[src/hdl/uartrb_pkg.sv]
// Shared types and constants of the UART receive and transmit ring buffers.
package uartrb_pkg;

  // Event codes carried with each input transfer.
  typedef enum logic [2:0] {
    ACT_RX_BYTE  = 3'd0,
    ACT_READ     = 3'd1,
    ACT_SEND     = 3'd2,
    ACT_TX_READY = 3'd3,
    ACT_FLUSH    = 3'd4
  } action_e;

  localparam int unsigned BYTE_W = 8;
  localparam int unsigned ERR_W  = 3;
  localparam int unsigned FILL_W = 8;

  localparam logic [ERR_W-1:0] ERR_FRAME    = 3'b001;
  localparam logic [ERR_W-1:0] ERR_OVERRUN  = 3'b010;
  localparam logic [ERR_W-1:0] ERR_OVERFLOW = 3'b100;

  // Commands from the top level to one ring.
  typedef struct packed {
    logic push;
    logic pop;
    logic flush;
  } ring_ctrl_t;

  // Status of one ring, valid for the current indices.
  typedef struct packed {
    logic              full;
    logic              empty;
    logic [FILL_W-1:0] fill;
  } ring_stat_t;

endpackage

[src/hdl/uartrb_ring.sv]
// One byte ring buffer: synchronous store with registered read data and its indices.
module uartrb_ring import uartrb_pkg::*; #(
  parameter int unsigned DEPTH = 8
) (
  input  logic              clk_i,
  input  logic              rst_ni,
  input  ring_ctrl_t        ctrl_i,
  input  logic [BYTE_W-1:0] wr_data_i,
  output ring_stat_t        stat_o,
  output logic [BYTE_W-1:0] rd_data_o
);

  localparam int unsigned IW = (DEPTH > 1) ? $clog2(DEPTH) : 1;
  localparam logic [IW-1:0] LAST = IW'(DEPTH - 1);

  logic [BYTE_W-1:0] mem [DEPTH];
  logic [BYTE_W-1:0] rd_q;
  logic [IW-1:0]     w_q, w_d;
  logic [IW-1:0]     r_q, r_d;
  logic [IW-1:0]     w_next, r_next;
  logic [IW:0]       fill_sum;

  assign w_next = (w_q == LAST) ? '0 : w_q + 1'b1;
  assign r_next = (r_q == LAST) ? '0 : r_q + 1'b1;

  // Distance from read to write index plus the depth; the fill below reduces it modulo the depth.
  assign fill_sum = {1'b0, w_q} + (IW+1)'(DEPTH) - {1'b0, r_q};

  assign stat_o.full  = (w_next == r_q);
  assign stat_o.empty = (w_q == r_q);
  assign stat_o.fill  = FILL_W'((fill_sum >= (IW+1)'(DEPTH)) ?
                                fill_sum - (IW+1)'(DEPTH) : fill_sum);
  assign rd_data_o    = rd_q;

  // Both indices advance before the access: a write stores at the new write slot
  // and a read takes the byte at the new read slot.
  always_comb begin
    w_d = w_q;
    r_d = r_q;
    if (ctrl_i.flush) begin
      w_d = r_q;
    end else if (ctrl_i.push) begin
      w_d = w_next;
    end
    if (ctrl_i.pop) begin
      r_d = r_next;
    end
  end

  always_ff @(posedge clk_i or negedge rst_ni) begin
    if (!rst_ni) begin
      w_q <= '0;
      r_q <= '0;
    end else begin
      w_q <= w_d;
      r_q <= r_d;
    end
  end

  always_ff @(posedge clk_i) begin
    if (ctrl_i.push) begin
      mem[w_next] <= wr_data_i;
    end
    if (ctrl_i.pop) begin
      rd_q <= mem[r_next];
    end
  end

endmodule

[src/hdl/uart_rx_tx_ring_buffers_top.sv]
// Top level of the UART receive and transmit ring buffers with stream ports.
//
// One input transfer carries one buffer event: the action code in s_axis_tuser and
// the line byte, its frame and overrun flags and the host byte in s_axis_tdata.
// Every event yields exactly one result transfer on the master side holding the
// read byte and error bits, the no-data, send-accepted and transmit-valid flags,
// the byte for the transmitter, the transmit service flag and the receive fill.
// Each ring holds at most its depth minus one bytes.
// On acceptance of an event the indices update and the ring store is
// read or written at that edge, with the store's read data registered there.
// The result moves from the pending stage to the output register behind m_axis;
// a stalled output holds it in the pending stage. With m_axis_tready high the block
// takes one event per cycle; the registered store read and the pending stage set that.
// When the receiver stalls, the output register holds one result and the pending
// stage a second; s_axis_tready then falls until the output moves on.
// Reset clears the indices, error bits and service flag at once; store contents
// stay undefined and are never read before written, so no clearing pass runs.
module uart_rx_tx_ring_buffers_top import uartrb_pkg::*; #(
  parameter int unsigned RX_DEPTH = 8,
  parameter int unsigned TX_DEPTH = 8
) (
  input  logic        clk_i,
  input  logic        rst_ni,
  input  logic        s_axis_tvalid,
  output logic        s_axis_tready,
  // [7:0] line_rx_byte, [8] line_frame_error, [9] line_overrun,
  // [17:10] host_tx_byte, [23:18] zero
  input  logic [23:0] s_axis_tdata,
  // [2:0] action
  input  logic [2:0]  s_axis_tuser,
  output logic        m_axis_tvalid,
  input  logic        m_axis_tready,
  // [7:0] read_byte, [10:8] read_error, [11] no_data, [12] send_accepted,
  // [13] line_tx_valid, [21:14] line_tx_byte, [22] tx_active, [30:23] rx_fill,
  // [31] zero
  output logic [31:0] m_axis_tdata
);

  action_e           act;
  logic              in_acc;
  logic              move;

  ring_ctrl_t        rx_ctrl, tx_ctrl;
  ring_stat_t        rx_stat, tx_stat;
  logic [BYTE_W-1:0] rx_rd, tx_rd;

  logic [ERR_W-1:0]  err_q, err_d;
  logic              svc_q, svc_d;

  // Result fields decided at acceptance, waiting for the store read data.
  logic              pend_q;
  logic              p_rdok_q, p_rdok_d;
  logic [ERR_W-1:0]  p_err_q, p_err_d;
  logic              p_nodata_q, p_nodata_d;
  logic              p_acc_q, p_acc_d;
  logic              p_txv_q, p_txv_d;

  logic              out_valid_q;
  logic [31:0]       out_q;

  assign act           = action_e'(s_axis_tuser);
  assign move          = pend_q && (!out_valid_q || m_axis_tready);
  assign s_axis_tready = !pend_q || move;
  assign in_acc        = s_axis_tvalid && s_axis_tready;

  always_comb begin
    rx_ctrl    = '0;
    tx_ctrl    = '0;
    err_d      = err_q;
    svc_d      = svc_q;
    p_rdok_d   = 1'b0;
    p_err_d    = '0;
    p_nodata_d = 1'b0;
    p_acc_d    = 1'b0;
    p_txv_d    = 1'b0;
    if (in_acc) begin
      unique case (act)
        ACT_RX_BYTE: begin
          if (rx_stat.full) begin
            err_d = ERR_OVERFLOW;
          end else begin
            rx_ctrl.push = 1'b1;
            err_d = (s_axis_tdata[8] ? ERR_FRAME : '0) | (s_axis_tdata[9] ? ERR_OVERRUN : '0);
          end
        end
        ACT_READ: begin
          if (rx_stat.empty) begin
            p_nodata_d = 1'b1;
          end else begin
            rx_ctrl.pop = 1'b1;
            p_rdok_d    = 1'b1;
            p_err_d     = err_q;
          end
        end
        ACT_SEND: begin
          if (!tx_stat.full) begin
            tx_ctrl.push = 1'b1;
            svc_d        = 1'b1;
            p_acc_d      = 1'b1;
          end
        end
        ACT_TX_READY: begin
          if (tx_stat.empty) begin
            svc_d = 1'b0;
          end else begin
            tx_ctrl.pop = 1'b1;
            p_txv_d     = 1'b1;
          end
        end
        ACT_FLUSH: begin
          rx_ctrl.flush = 1'b1;
        end
        default: begin
        end
      endcase
    end
  end

  uartrb_ring #(
    .DEPTH(RX_DEPTH)
  ) u_rx_ring (
    .clk_i     (clk_i),
    .rst_ni    (rst_ni),
    .ctrl_i    (rx_ctrl),
    .wr_data_i (s_axis_tdata[7:0]),
    .stat_o    (rx_stat),
    .rd_data_o (rx_rd)
  );

  uartrb_ring #(
    .DEPTH(TX_DEPTH)
  ) u_tx_ring (
    .clk_i     (clk_i),
    .rst_ni    (rst_ni),
    .ctrl_i    (tx_ctrl),
    .wr_data_i (s_axis_tdata[17:10]),
    .stat_o    (tx_stat),
    .rd_data_o (tx_rd)
  );

  always_ff @(posedge clk_i or negedge rst_ni) begin
    if (!rst_ni) begin
      err_q       <= '0;
      svc_q       <= 1'b0;
      pend_q      <= 1'b0;
      out_valid_q <= 1'b0;
    end else begin
      err_q <= err_d;
      svc_q <= svc_d;
      if (in_acc) begin
        pend_q <= 1'b1;
      end else if (move) begin
        pend_q <= 1'b0;
      end
      if (move) begin
        out_valid_q <= 1'b1;
      end else if (m_axis_tready) begin
        out_valid_q <= 1'b0;
      end
    end
  end

  // The ring state is already updated and no newer event has been taken while a
  // result is pending, so fill and service flag read here are the post-event values.
  always_ff @(posedge clk_i) begin
    if (in_acc) begin
      p_rdok_q   <= p_rdok_d;
      p_err_q    <= p_err_d;
      p_nodata_q <= p_nodata_d;
      p_acc_q    <= p_acc_d;
      p_txv_q    <= p_txv_d;
    end
    if (move) begin
      out_q <= {1'b0,
                rx_stat.fill,
                svc_q,
                (p_txv_q ? tx_rd : '0),
                p_txv_q,
                p_acc_q,
                p_nodata_q,
                p_err_q,
                (p_rdok_q ? rx_rd : '0)};
    end
  end

  assign m_axis_tvalid = out_valid_q;
  assign m_axis_tdata  = out_q;

`ifndef ASSERT_OFF
  // The receive ring never reports more than its usable capacity.
  assert property (@(posedge clk_i) disable iff (!rst_ni)
    rx_stat.fill <= FILL_W'(RX_DEPTH - 1))
    else $error("receive fill exceeds ring capacity");

  // A send stored in the transmit ring turns the service flag on.
  assert property (@(posedge clk_i) disable iff (!rst_ni)
    tx_ctrl.push |=> svc_q)
    else $error("service flag not set after accepted send");

  // A flush leaves the receive ring empty.
  assert property (@(posedge clk_i) disable iff (!rst_ni)
    rx_ctrl.flush |=> rx_stat.empty)
    else $error("receive ring not empty after flush");

  // One event yields at most one of no-data, send-accepted and transmit-valid.
  assert property (@(posedge clk_i) disable iff (!rst_ni)
    m_axis_tvalid |-> $countones(m_axis_tdata[13:11]) <= 1)
    else $error("result flags of different events combined");
`endif

endmodule
[config.mk]
export PLATFORM = sky130hd
export DESIGN_NAME = uart_rx_tx_ring_buffers_top
export DESIGN_NICKNAME = d
export VERILOG_FILES = /design/src/hdl/uartrb_pkg.sv /design/src/hdl/uartrb_ring.sv /design/src/hdl/uart_rx_tx_ring_buffers_top.sv
export SDC_FILE = /design/constraint.sdc
export NUM_CORES = 1
export LEC_CHECK = 0
export BUFFER_PORTS_ARGS = -buffer_cell sky130_fd_sc_hd__buf_2
export CAP_MARGIN = 15
export CORE_MARGIN = 3
export CORE_UTILIZATION = 50
export CTS_CLUSTER_DIAMETER = 40
export DETAILED_ROUTE_END_ITERATION = 8
export PLACE_DENSITY_LB_ADDON = 0.3
export SYNTH_ARGS = -nofsm -noshare
export SYNTH_HDL_FRONTEND = slang
export SYNTH_SLANG_ARGS = --single-unit
[constraint.sdc]
create_clock -name clk_i -period 3 [get_ports clk_i]
set_input_delay 0.3 -clock clk_i [delete_from_list [all_inputs] [get_ports clk_i]]
set_output_delay 0.3 -clock clk_i [all_outputs]
set_load 0.02 [all_outputs]
==> results of run 1 <==
through the flow:
stage	cells	worst slack (ns)	area [um2]	hold slack, ns
after floorplan	421	0.291	7830	0.00441
after global placement	692	0.371	8440	0.263
after detailed placement	692	0.294	8440	0.268
after CTS	725	0.278	8990	0.108
after global routing	725	0.140	8990	0.126
final	725	0.301	8990	0.125
worst max path at each step:
stage | startpoint | end | cells past startpoint
6_report | u_rx_ring.w_q[1]$_DFFE_PN0P_ | u_rx_ring.mem[5][6]$_DFFE_PP_ | 6
4_1_cts | u_rx_ring.w_q[1]$_DFFE_PN0P_ | u_rx_ring.mem[5][6]$_DFFE_PP_ | 6
2_1_floorplan | u_rx_ring.w_q[1]$_DFFE_PN0P_ | u_rx_ring.mem[0][0]$_DFFE_PP_ | 6
3_5_place_dp | u_rx_ring.w_q[1]$_DFFE_PN0P_ | u_rx_ring.mem[5][6]$_DFFE_PP_ | 6
3_3_place_gp | u_rx_ring.w_q[1]$_DFFE_PN0P_ | u_rx_ring.mem[5][6]$_DFFE_PP_ | 6
5_1_grt | u_rx_ring.w_q[1]$_DFFE_PN0P_ | u_rx_ring.mem[5][0]$_DFFE_PP_ | 6
sequential cells by signal, indices dropped and copies added (netlist names):
register	count
u_tx_ring.w_q	3
p_nodata_q	1
m_axis_tvalid	1
err_q	3
p_txv_q	1
u_tx_ring.r_q	3
m_axis_tdata	27
u_tx_ring.mem	64
p_acc_q	1
svc_q	1
u_rx_ring.rd_data_o	8
u_rx_ring.w_q	3
pend_q	1
u_rx_ring.mem	64
p_rdok_q	1
u_tx_ring.rd_data_o	8
u_rx_ring.r_q	3
p_err_q	3
power by group:
| part | leakage, nW | switching, W | internal (W) |
|---|---|---|---|
| logic | 1.06 | 0.00140 | 0.00133 |
| clock network | 0.255 | 0.000928 | 0.00113 |
| registers | 1.85 | 0.000140 | 0.00331 |
| total | 3.16 | 0.00247 | 0.00577 |
worst register-to-register path, cell delays in order (launching register included):
cell and delay (ns):
sky130_fd_sc_hd__dfrtp_1 0.41, sky130_fd_sc_hd__ha_1 0.19, sky130_fd_sc_hd__ha_1 0.26, sky130_fd_sc_hd__or3_1 0.43, sky130_fd_sc_hd__nand3_1 0.12, sky130_fd_sc_hd__o211ai_1 0.20, sky130_fd_sc_hd__nor2_1 0.72
synthesized netlist by cell type, drive strengths merged, types with 6 or more instances:
library cell  instances
nor3                  7
buf                  14
nand2b                9
edfxtp              178
nor2                 20
dfrtp                18
mux2                 24
mux4                 31
and2                 21
nand2                14
inv                  10
o21ai                 6
ha                   11
final cells by class:
class,instances,area share
Timing Repair Buffer,79,0.0507
Clock buffer,18,0.0477
Clock inverter,14,0.0125
Sequential cell,196,0.645
Inverter,10,0.00418
Multi-Input combinational cell,197,0.211
Tap cell,211,0.0294
cells by family (layout without fill, tap and decap cells):
| logic type | after synthesis | in the layout |
|---|---|---|
| other | 1 | 3 |
| xor gates and xnor gates | 10 | 10 |
| and+or+nand+nor | 94 | 94 |
| DFF | 196 | 196 |
| adders and majority gates | 12 | 12 |
| AOI/OAI and AO/OA | 23 | 23 |
| muxes | 55 | 55 |
| buffers and inverters | 28 | 121 |
metal layers:
metal | routed length [um] | track usage
met5 | 18 | 0
met4 | 209 | 0.0605
met3 | 602 | 0.0484
met2 | 6340 | 0.250
met1 | 5940 | 0.233
==> metrics.log, run 1 <==
[metrics] run status: complete, no violations
[metrics] cell with the biggest individual delay on the critical path: sky130_fd_sc_hd__nor2_1
[metrics] clock tree from TritonCTS: built
[metrics] WP data arrival: 2.76 ns
[metrics] number of DRC violations after detailed routing: 0
[metrics] total chip power: 0.00824 W
[metrics] total number of vias: 3829
[metrics] library cell used as clock root buffer: sky130_fd_sc_hd__clkbuf_16
[metrics] number of max-cap violations: 0
[metrics] Simple-Gate Fraction of Synth Area: 0.0655
[metrics] proportion of synthesized chip area in sequential cells: 0.741
[metrics] final clock period utilization by the worst path: 0.900
[metrics] most instantiated flip-flop cell in the synthesis netlist: sky130_fd_sc_hd__edfxtp_1
[metrics] FP Rows: 45
[metrics] # nets final: 544
[metrics] portion of synthesized cell area occupied by the leading cell type: 0.684
[metrics] end of the worst hold path: pend_q$_DFFE_PN0P_
[metrics] effective utilization at floorplan: 0.512
[metrics] maximum buffer depth of the clock tree: 2
[metrics] startpoint-to-endpoint class of the critical path: flop to flop
[metrics] Critical R2R Launch: u_rx_ring.w_q[1]$_DFFE_PN0P_
[metrics] CP Cell Sequence: ha_1 -> ha_1 -> or3_1 -> nand3_1 -> o211ai_1 -> nor2_1
[metrics] critical-path maximum fanout: 8
[metrics] Fill cells: 1155
[metrics] number of buffers inserted during clock tree synthesis: 17
[metrics] total of hold buffers inserted after clock tree synthesis: 1
[metrics] worst path buffer plus inverter count: 0
[metrics] Fin Clk Skew: 0.0122 ns
[metrics] wire length of the first global-routing pass: 20700 um
[metrics] number of setup violations in the final report: 0
[metrics] Die Height: 131 um
[metrics] area occupied by multi-input gates: 0.00190 mm2
[metrics] total power density per cell area: 917 mW/mm2
[metrics] ANT cells: 0
[metrics] Netlist cell types: 45
[metrics] Reg2Reg Depth: 6
[metrics] total clock sinks: 196
[metrics] standby leakage power: 3.16 nW
[metrics] clock period minus final worst setup slack: 2.70 ns
[metrics] area leader, netlist: sky130_fd_sc_hd__edfxtp_1
[metrics] detailed-placement wirelength estimate: 8760 um
[metrics] data required time of the worst path: 3.06 ns
[metrics] count of boundary I/O pins: 65
[metrics] worst hold path cell count: 2
[metrics] #FFs+latches synth: 196
[metrics] post-synthesis cell count: 419
[metrics] fraction of registers with async set or reset after synthesis: 0.0918
[metrics] number of instances resized during post-cts repair: 0
[metrics] initial antenna violation count: 2
[metrics] top post-synthesis cells by area: sky130_fd_sc_hd__edfxtp_1, sky130_fd_sc_hd__mux4_2, sky130_fd_sc_hd__dfrtp_1
[metrics] XOR/XNOR Fraction of Synth Area: 0.0112
[metrics] maximum clock frequency: 0.371 GHz
[metrics] dominant combinational cell family by area after synthesis: multiplexers
[metrics] summed instance area of the synthesized netlist: 0.00782 mm2
[metrics] RSZ-0062 raised after global routing: no
[metrics] pin count of the biggest net entering global routing: 28
[metrics] number of nets with antenna violations after routing: 0
[metrics] synthesis-to-finish area growth: 15.0%
[metrics] quantity of I/O buffers inserted on ports: 56
[metrics] Crit path max-delay family: simple AND/OR/NAND/NOR gates
[metrics] number of setup buffers added after CTS: 0
[metrics] setup TNS after final layout: 0 ns
[metrics] worst hold path class: input port to flop
[metrics] delay of the slowest critical-path stage: 0.72 ns
[metrics] commonest cells after routing, fill and taps aside: sky130_fd_sc_hd__edfxtp_1, sky130_fd_sc_hd__buf_2, sky130_fd_sc_hd__mux4_2
[metrics] number of enable flip-flop cells after synthesis: 178
[metrics] Syn Area/Cell: 18.7 um2
[metrics] horizontal die dimension: 131 um
[metrics] synthesized-area fraction occupied by adder cells: 0.0202
[metrics] number of slew-limit violations in the final report: 0
[metrics] measured slew at the worst slew-check pin: 0.846 ns
[metrics] core area: 0.0153 mm2
[metrics] first-pass iteration count of the detailed router: 4
[metrics] source-to-sink clock delay at the later pin of the worst-skew pair: 0.44 ns
[metrics] Final Core Density: 0.589
[metrics] Max VDD drop: 0.515 mV
[metrics] Worst Setup End Kind: flop
[metrics] weighted congestion at the end of routability-driven global placement: 0.850
[metrics] vias per cell: 5.28
[metrics] complex-gate fraction of the synthesized area: 0.0203
[metrics] CP Launch Type: flop
[metrics] Reg2Reg Setup Slack: 0.30 ns
[metrics] Total Wirelength: 13100 um
[metrics] clock-pin slew on the worst setup and hold paths: 0.07 ns
[metrics] share of layout cells above drive strength 1: 0.319
[metrics] Initial DRC Count: 279
[metrics] synth warn: 0
[metrics] GRT Total Usage: 0.166
[metrics] floorplan die area: 0.0172 mm2
[metrics] vias in the first global route: 3786
[metrics] portion of netlist area occupied by mux cells: 0.124
[metrics] Worst R2R End: u_rx_ring.mem[5][6]$_DFFE_PP_
[metrics] hold path start: s_axis_tvalid
[metrics] total grt overflow: 0
[metrics] wire length per cell: 18.1 um
[metrics] number of hold violations in the final report: 0
[metrics] worst slew margin relative to its limit: 0.434
[metrics] level count of the clock H-tree: 4
[metrics] combined flip-flop and latch cell area: 0.00580 mm2
[metrics] most common cell type on the critical path: sky130_fd_sc_hd__ha_1
[metrics] most common cell after layout, fill and taps aside: sky130_fd_sc_hd__edfxtp_1
No activity file was read; power rests on OpenSTA's default activity.
==> run 2: changes to the inputs <==
CTS_BUF_LIST = sky130_fd_sc_hd__clkbuf_4 sky130_fd_sc_hd__clkbuf_8   (was not set)
==> run 2 against run 1 <==
  * Clock skew about the same
  * Clock power down 27%
  * Maximum frequency down 0.42%
  * Critical path type unchanged
==> metrics.log, run 2 (synthesis gave the netlist of run 1 again) <==
[metrics] run status: complete, no violations
[metrics] number of slew-limit violations in the final report: 0 (unchanged)
[metrics] share of layout cells above drive strength 1: 0.321 (+0.00195)
[metrics] Worst Setup End Kind: flop
[metrics] met3 wire length: 648 um (+7.6%)
[metrics] total number of vias: 3821 (-0.21%)
[metrics] vias per cell: 5.27 (-0.21%)
[metrics] clock-pin slew on the worst setup and hold paths: 0.09 ns (+0.02 ns)
[metrics] worst path buffer plus inverter count: 0 (unchanged)
[metrics] horizontal die dimension: 131 um (unchanged)
[metrics] GRT Total Usage: 0.164 (-0.00211)
[metrics] initial antenna violation count: 2 (unchanged)
[metrics] number of max-cap violations: 0 (unchanged)
[metrics] total clock sinks: 196 (unchanged)
[metrics] pin count of the biggest net entering global routing: 28 (unchanged)
[metrics] CP Launch Type: flop
[metrics] first-pass iteration count of the detailed router: 4 (unchanged)
[metrics] Fin Clk Skew: 0.0120 ns (-0.000182 ns)
[metrics] critical-path maximum fanout: 8 (unchanged)
[metrics] # nets final: 544 (unchanged)
[metrics] Inst Count DP: 692 (unchanged)
[metrics] final cell count without fillers: 725 (unchanged)
[metrics] source-to-sink clock delay at the later pin of the worst-skew pair: 0.45 ns (about the same)
[metrics] FP Rows: 45 (unchanged)
[metrics] worst hold path class: input port to flop
[metrics] vias in the first global route: 3772 (-0.37%)
[metrics] Final Core Density: 0.577 (-0.0123)
[metrics] worst slew margin relative to its limit: 0.433 (-0.00145)
[metrics] number of buffers inserted during clock tree synthesis: 17 (unchanged)
[metrics] effective utilization at floorplan: 0.512 (unchanged)
[metrics] maximum buffer depth of the clock tree: 2 (unchanged)
[metrics] total grt overflow: 0 (unchanged)
[metrics] Crit path max-delay family: simple AND/OR/NAND/NOR gates
[metrics] clock period minus final worst setup slack: 2.71 ns (+0.0114 ns)
[metrics] Initial DRC Count: 315 (+13%)
[metrics] Die Height: 131 um (unchanged)
[metrics] ANT cells: 0 (unchanged)
[metrics] weighted congestion at the end of routability-driven global placement: 0.850 (unchanged)
[metrics] detailed-placement wirelength estimate: 8760 um (unchanged)
[metrics] most common cell type on the critical path: sky130_fd_sc_hd__ha_1
[metrics] Total Wirelength: 13000 um (-0.66%)
[metrics] setup TNS after final layout: 0 ns (unchanged)
[metrics] Max VDD drop: 0.413 mV (-20%)
[metrics] level count of the clock H-tree: 4 (unchanged)
[metrics] wire length per cell: 18.0 um (-0.66%)
[metrics] wire length of the first global-routing pass: 20500 um (-0.97%)
[metrics] final clock period utilization by the worst path: 0.903 (+0.00381)
[metrics] library cell used as clock root buffer: sky130_fd_sc_hd__clkbuf_8
[metrics] total met2 wirelength after detailed routing: 6240 um (-1.7%)
[metrics] delay of the slowest critical-path stage: 0.72 ns (about the same)
[metrics] RSZ-0062 raised after global routing: no
[metrics] data required time of the worst path: 3.08 ns (+0.02 ns)
[metrics] clock tree from TritonCTS: built
[metrics] maximum clock frequency: 0.369 GHz (-0.42%)
[metrics] standby leakage power: 3.08 nW (-2.6%)
[metrics] number of nets with antenna violations after routing: 0 (unchanged)
[metrics] measured slew at the worst slew-check pin: 0.848 ns (+0.00217 ns)
[metrics] top routing layer in use: met5
[metrics] number of hold violations in the final report: 0 (unchanged)
[metrics] CP Cell Sequence: ha_1 -> ha_1 -> or3_1 -> nand3_1 -> o211ai_1 -> nor2_1
[metrics] synthesis-to-finish area growth: 12.6%
[metrics] number of DRC violations after detailed routing: 0 (unchanged)
[metrics] most common cell after layout, fill and taps aside: sky130_fd_sc_hd__edfxtp_1
[metrics] total power density per cell area: 874 mW/mm2 (-4.8%)
[metrics] count of boundary I/O pins: 65 (unchanged)
[metrics] Met1 Wirelength: 5960 um (+0.27%)
[metrics] commonest cells after routing, fill and taps aside: sky130_fd_sc_hd__edfxtp_1, sky130_fd_sc_hd__buf_2, sky130_fd_sc_hd__mux4_2
[metrics] number of setup violations in the final report: 0 (unchanged)
[metrics] floorplan die area: 0.0172 mm2 (unchanged)
[metrics] quantity of I/O buffers inserted on ports: 56 (unchanged)
[metrics] cell with the biggest individual delay on the critical path: sky130_fd_sc_hd__nor2_1
[metrics] startpoint-to-endpoint class of the critical path: flop to flop
[metrics] WP data arrival: 2.79 ns (+0.03 ns)
[metrics] core area: 0.0153 mm2 (unchanged)
run 2: power by group:
group	switching (W)	internal [W]
clock	0.000848	0.000657
combinational	0.00141	0.00133
sequential	0.000140	0.00331
total	0.00240	0.00529
run 2: final timing paths:
kind                       slack [ns]                       endpoint                          from  cells past startpoint
max reg2reg                      0.29  u_rx_ring.mem[7][6]$_DFFE_PP_  u_rx_ring.w_q[1]$_DFFE_PN0P_                      6
max in group asynchronous        2.37   u_tx_ring.r_q[2]$_DFFE_PN0P_                        rst_ni                      2
min in group asynchronous        0.32           err_q[2]$_DFFE_PN0P_                        rst_ni                      2
max                              0.29  u_rx_ring.mem[7][6]$_DFFE_PP_  u_rx_ring.w_q[1]$_DFFE_PN0P_                      6
min reg2reg                      0.42     m_axis_tdata[12]$_DFFE_PP_             p_acc_q$_DFFE_PP_                      0
min                              0.11  u_rx_ring.mem[3][5]$_DFFE_PP_               s_axis_tdata[5]                      1
run 2: per-layer routing:
metal / vias up / track usage
li1: 1801 / -
met1: 1907 / 0.231
met2: 93 / 0.248
met3: 16 / 0.0484
met4: 4 / 0.0532
met5: - / 0
run 2: what timing repair did:
action,4_1_cts,5_1_grt
resized for setup,0,0
setup buffers,0,0
hold endpoints to repair,18,0
hold buffers,1,0
run 2: stage by stage:
step | total power (W) | hold slack [ns] | worst slack [ns] | instance area [um2]
final | 0.00769 | 0.107 | 0.290 | 8800
after global routing | 0.00814 | 0.0681 | 0.143 | 8800
after CTS | 0.00776 | 0.0692 | 0.275 | 8800
after detailed placement | 0.00625 | 0.268 | 0.294 | 8440
after global placement | 0.00617 | 0.263 | 0.371 | 8440
after floorplan | 0.00552 | 0.00441 | 0.291 | 7830
run 2: area by class of cell:
type | instances | area [um2]
fillers | 1160 | 6460
flip-flops and latches | 196 | 5800
multi-input cells | 197 | 1900
repair buffers | 79 | 455
well taps | 211 | 264
clock buffers | 18 | 241
clock inverters | 14 | 113
inverters | 10 | 37.5
==> run 3: changes to the inputs <==
CTS_BUF_LIST = sky130_fd_sc_hd__clkbuf_8   (was sky130_fd_sc_hd__clkbuf_4 sky130_fd_sc_hd__clkbuf_8)
==> run 3 against run 2 <==
  * Combinational power about the same
  * Via count about the same
  * Die area unchanged
  * Cell area about the same
  * Total power decreased by 0.18%
  * Routed wire length about the same
  * Worst hold slack improved by 0.00063 ns
  * Core utilization about the same
  * Global-route usage unchanged
  * Critical endpoint unchanged
==> metrics.log, run 3 (synthesis gave the netlist of run 1 again) <==
[metrics] Fill cells: 1162 (+0.17%)
[metrics] level count of the clock H-tree: 4 (unchanged)
[metrics] total clock sinks: 196 (unchanged)
[metrics] clock tree from TritonCTS: built
[metrics] worst slew margin relative to its limit: 0.433 (about the same)
[metrics] RSZ-0062 raised after global routing: no
[metrics] number of setup violations in the final report: 0 (unchanged)
[metrics] maximum buffer depth of the clock tree: 2 (unchanged)
[metrics] standby leakage power: 3.08 nW (about the same)
[metrics] number of hold violations in the final report: 0 (unchanged)
[metrics] commonest cells after routing, fill and taps aside: sky130_fd_sc_hd__edfxtp_1, sky130_fd_sc_hd__buf_2, sky130_fd_sc_hd__mux4_2
[metrics] Reg2Reg Setup Slack: 0.29 ns (about the same)
[metrics] Reg2Reg Depth: 6 (unchanged)
[metrics] measured slew at the worst slew-check pin: 0.848 ns (+0.00000316 ns)
[metrics] total grt overflow: 0 (unchanged)
[metrics] number of nets with antenna violations after routing: 0 (unchanged)
[metrics] quantity of I/O buffers inserted on ports: 56 (unchanged)
[metrics] Worst Setup End Kind: flop
[metrics] wire length of the first global-routing pass: 20500 um (unchanged)
[metrics] initial antenna violation count: 2 (unchanged)
[metrics] Post-Place Setup Slack: 0.294 ns (unchanged)
[metrics] met3 wire length: 647 um (-0.15%)
[metrics] library cell used as clock root buffer: sky130_fd_sc_hd__clkbuf_8
[metrics] core area: 0.0153 mm2 (unchanged)
[metrics] detailed-placement wirelength estimate: 8760 um (unchanged)
[metrics] setup TNS after final layout: 0 ns (unchanged)
[metrics] wire length per cell: 18.0 um (about the same)
[metrics] weighted congestion at the end of routability-driven global placement: 0.850 (unchanged)
[metrics] count of boundary I/O pins: 65 (unchanged)
[metrics] run status: complete, no violations
[metrics] vias per cell: 5.27 (about the same)
[metrics] Met1 Wirelength: 5950 um (about the same)
[metrics] WP data arrival: 2.80 ns (about the same)
[metrics] critical-path maximum fanout: 8 (unchanged)
[metrics] Final Core Density: 0.577 (about the same)
[metrics] end of the worst hold path: u_rx_ring.mem[1][7]$_DFFE_PP_
[metrics] final clock period utilization by the worst path: 0.904 (+0.000928)
[metrics] number of setup buffers added after CTS: 0 (unchanged)
[metrics] FP Rows: 45 (unchanged)
[metrics] Initial DRC Count: 316 (+0.32%)
[metrics] # nets final: 544 (unchanged)
[metrics] maximum clock frequency: 0.369 GHz (-0.10%)
[metrics] number of max-cap violations: 0 (unchanged)
[metrics] clock-pin slew on the worst setup and hold paths: 0.09 ns (about the same)
[metrics] vias in the first global route: 3772 (unchanged)
[metrics] Fin Clk Skew: 0.0120 ns (-0.0000195 ns)
[metrics] share of layout cells above drive strength 1: 0.319 (-0.00195)
[metrics] Max VDD drop: 0.412 mV (-0.26%)
[metrics] pin count of the biggest net entering global routing: 28 (unchanged)
[metrics] Setup WS post-layout: 0.287 ns (-0.00278 ns)
[metrics] worst hold path cell count: 1 (unchanged)
[metrics] Critical R2R Launch: u_rx_ring.w_q[1]$_DFFE_PN0P_
[metrics] horizontal die dimension: 131 um (unchanged)
[metrics] startpoint-to-endpoint class of the critical path: flop to flop
[metrics] Worst R2R End: u_rx_ring.mem[7][6]$_DFFE_PP_
[metrics] total power density per cell area: 872 mW/mm2 (-0.13%)
[metrics] CP Launch Type: flop
[metrics] first-pass iteration count of the detailed router: 4 (unchanged)
[metrics] total chip power: 0.00768 W (-0.18%)
[metrics] hold path start: s_axis_tdata[7]
[metrics] data required time of the worst path: 3.08 ns (about the same)
[metrics] top routing layer in use: met5
[metrics] number of DRC violations after detailed routing: 0 (unchanged)
[metrics] GRT Total Usage: 0.164 (unchanged)
[metrics] clock period minus final worst setup slack: 2.71 ns (+0.00278 ns)
[metrics] worst hold path class: input port to flop
[metrics] total met2 wirelength after detailed routing: 6230 um (about the same)
[metrics] total number of vias: 3823 (+0.052%)
[metrics] number of slew-limit violations in the final report: 0 (unchanged)
[metrics] effective utilization at floorplan: 0.512 (unchanged)
[metrics] source-to-sink clock delay at the later pin of the worst-skew pair: 0.45 ns (about the same)
[metrics] Inst Count DP: 692 (unchanged)
[metrics] floorplan die area: 0.0172 mm2 (unchanged)
[metrics] synthesis-to-finish area growth: 12.5% (about the same)
[metrics] number of buffers inserted during clock tree synthesis: 17 (unchanged)
[metrics] Total Wirelength: 13000 um (about the same)
[metrics] ANT cells: 0 (unchanged)
[metrics] final cell count without fillers: 725 (unchanged)
[metrics] Die Height: 131 um (unchanged)
[metrics] most common cell after layout, fill and taps aside: sky130_fd_sc_hd__edfxtp_1
==> run 3: per-stage QoR <==
| stage | hold slack [ns] | instance area, um2 |
|---|---|---|
| 6_report | 0.107 | 8800 |
| 5_1_grt | 0.0681 | 8800 |
| 4_1_cts | 0.0692 | 8800 |
| 3_5_place_dp | 0.268 | 8440 |
| 3_3_place_gp | 0.263 | 8440 |
| 2_1_floorplan | 0.00441 | 7830 |
==> run 3: timing repair <==
action / CTS / global route
endpoints found under the setup margin: 0 / 0
hold buffers: 1 / 0
hold endpoints to repair: 18 / 0
resized for setup: 0 / 0
==> run 3: cell type report <==
cell class | instances | area [um2] | share of cell area
sequential | 196 | 5800 | 0.659
clock buffer | 17 | 234 | 0.0266
tap | 211 | 264 | 0.0300
timing repair buffer | 79 | 455 | 0.0518
multi-input combinational | 197 | 1900 | 0.215
clock inverter | 15 | 116 | 0.0132
inverter | 10 | 37.5 | 0.00427
==> run 3: worst max-delay path, cell delays in order (launching register included) <==
cell,delay [ns]
sky130_fd_sc_hd__dfrtp_1,0.42
sky130_fd_sc_hd__ha_1,0.20
sky130_fd_sc_hd__ha_1,0.27
sky130_fd_sc_hd__or3_1,0.43
sky130_fd_sc_hd__nand3_1,0.12
sky130_fd_sc_hd__o211ai_1,0.20
sky130_fd_sc_hd__nor2_1,0.72
==> run 3: worst max-delay path by stage <==
stage / slack [ns] / end / cells past startpoint / startpoint
after global routing: 0.14 / u_rx_ring.mem[5][6]$_DFFE_PP_ / 6 / u_rx_ring.w_q[1]$_DFFE_PN0P_
after detailed placement: 0.29 / u_rx_ring.mem[5][6]$_DFFE_PP_ / 6 / u_rx_ring.w_q[1]$_DFFE_PN0P_
after global placement: 0.37 / u_rx_ring.mem[5][6]$_DFFE_PP_ / 6 / u_rx_ring.w_q[1]$_DFFE_PN0P_
final: 0.29 / u_rx_ring.mem[7][6]$_DFFE_PP_ / 6 / u_rx_ring.w_q[1]$_DFFE_PN0P_
after CTS: 0.27 / u_rx_ring.mem[5][6]$_DFFE_PP_ / 6 / u_rx_ring.w_q[1]$_DFFE_PN0P_
after floorplan: 0.29 / u_rx_ring.mem[0][0]$_DFFE_PP_ / 6 / u_rx_ring.w_q[1]$_DFFE_PN0P_
==> run 3: layer usage <==
layer,global-route usage,vias up
met2,0.248,93
met1,0.231,1909
met3,0.0484,16
met5,0,-
met4,0.0532,4
li1,-,1801
==> run 3: where the power goes <==
part	leakage, nW	internal (W)	switching [W]	total (W)
Sequential	1.85	0.00331	0.000140	0.00345
Combinational	1.06	0.00133	0.00141	0.00273
Clock	0.172	0.000644	0.000848	0.00149
Total	3.08	0.00528	0.00239	0.00768
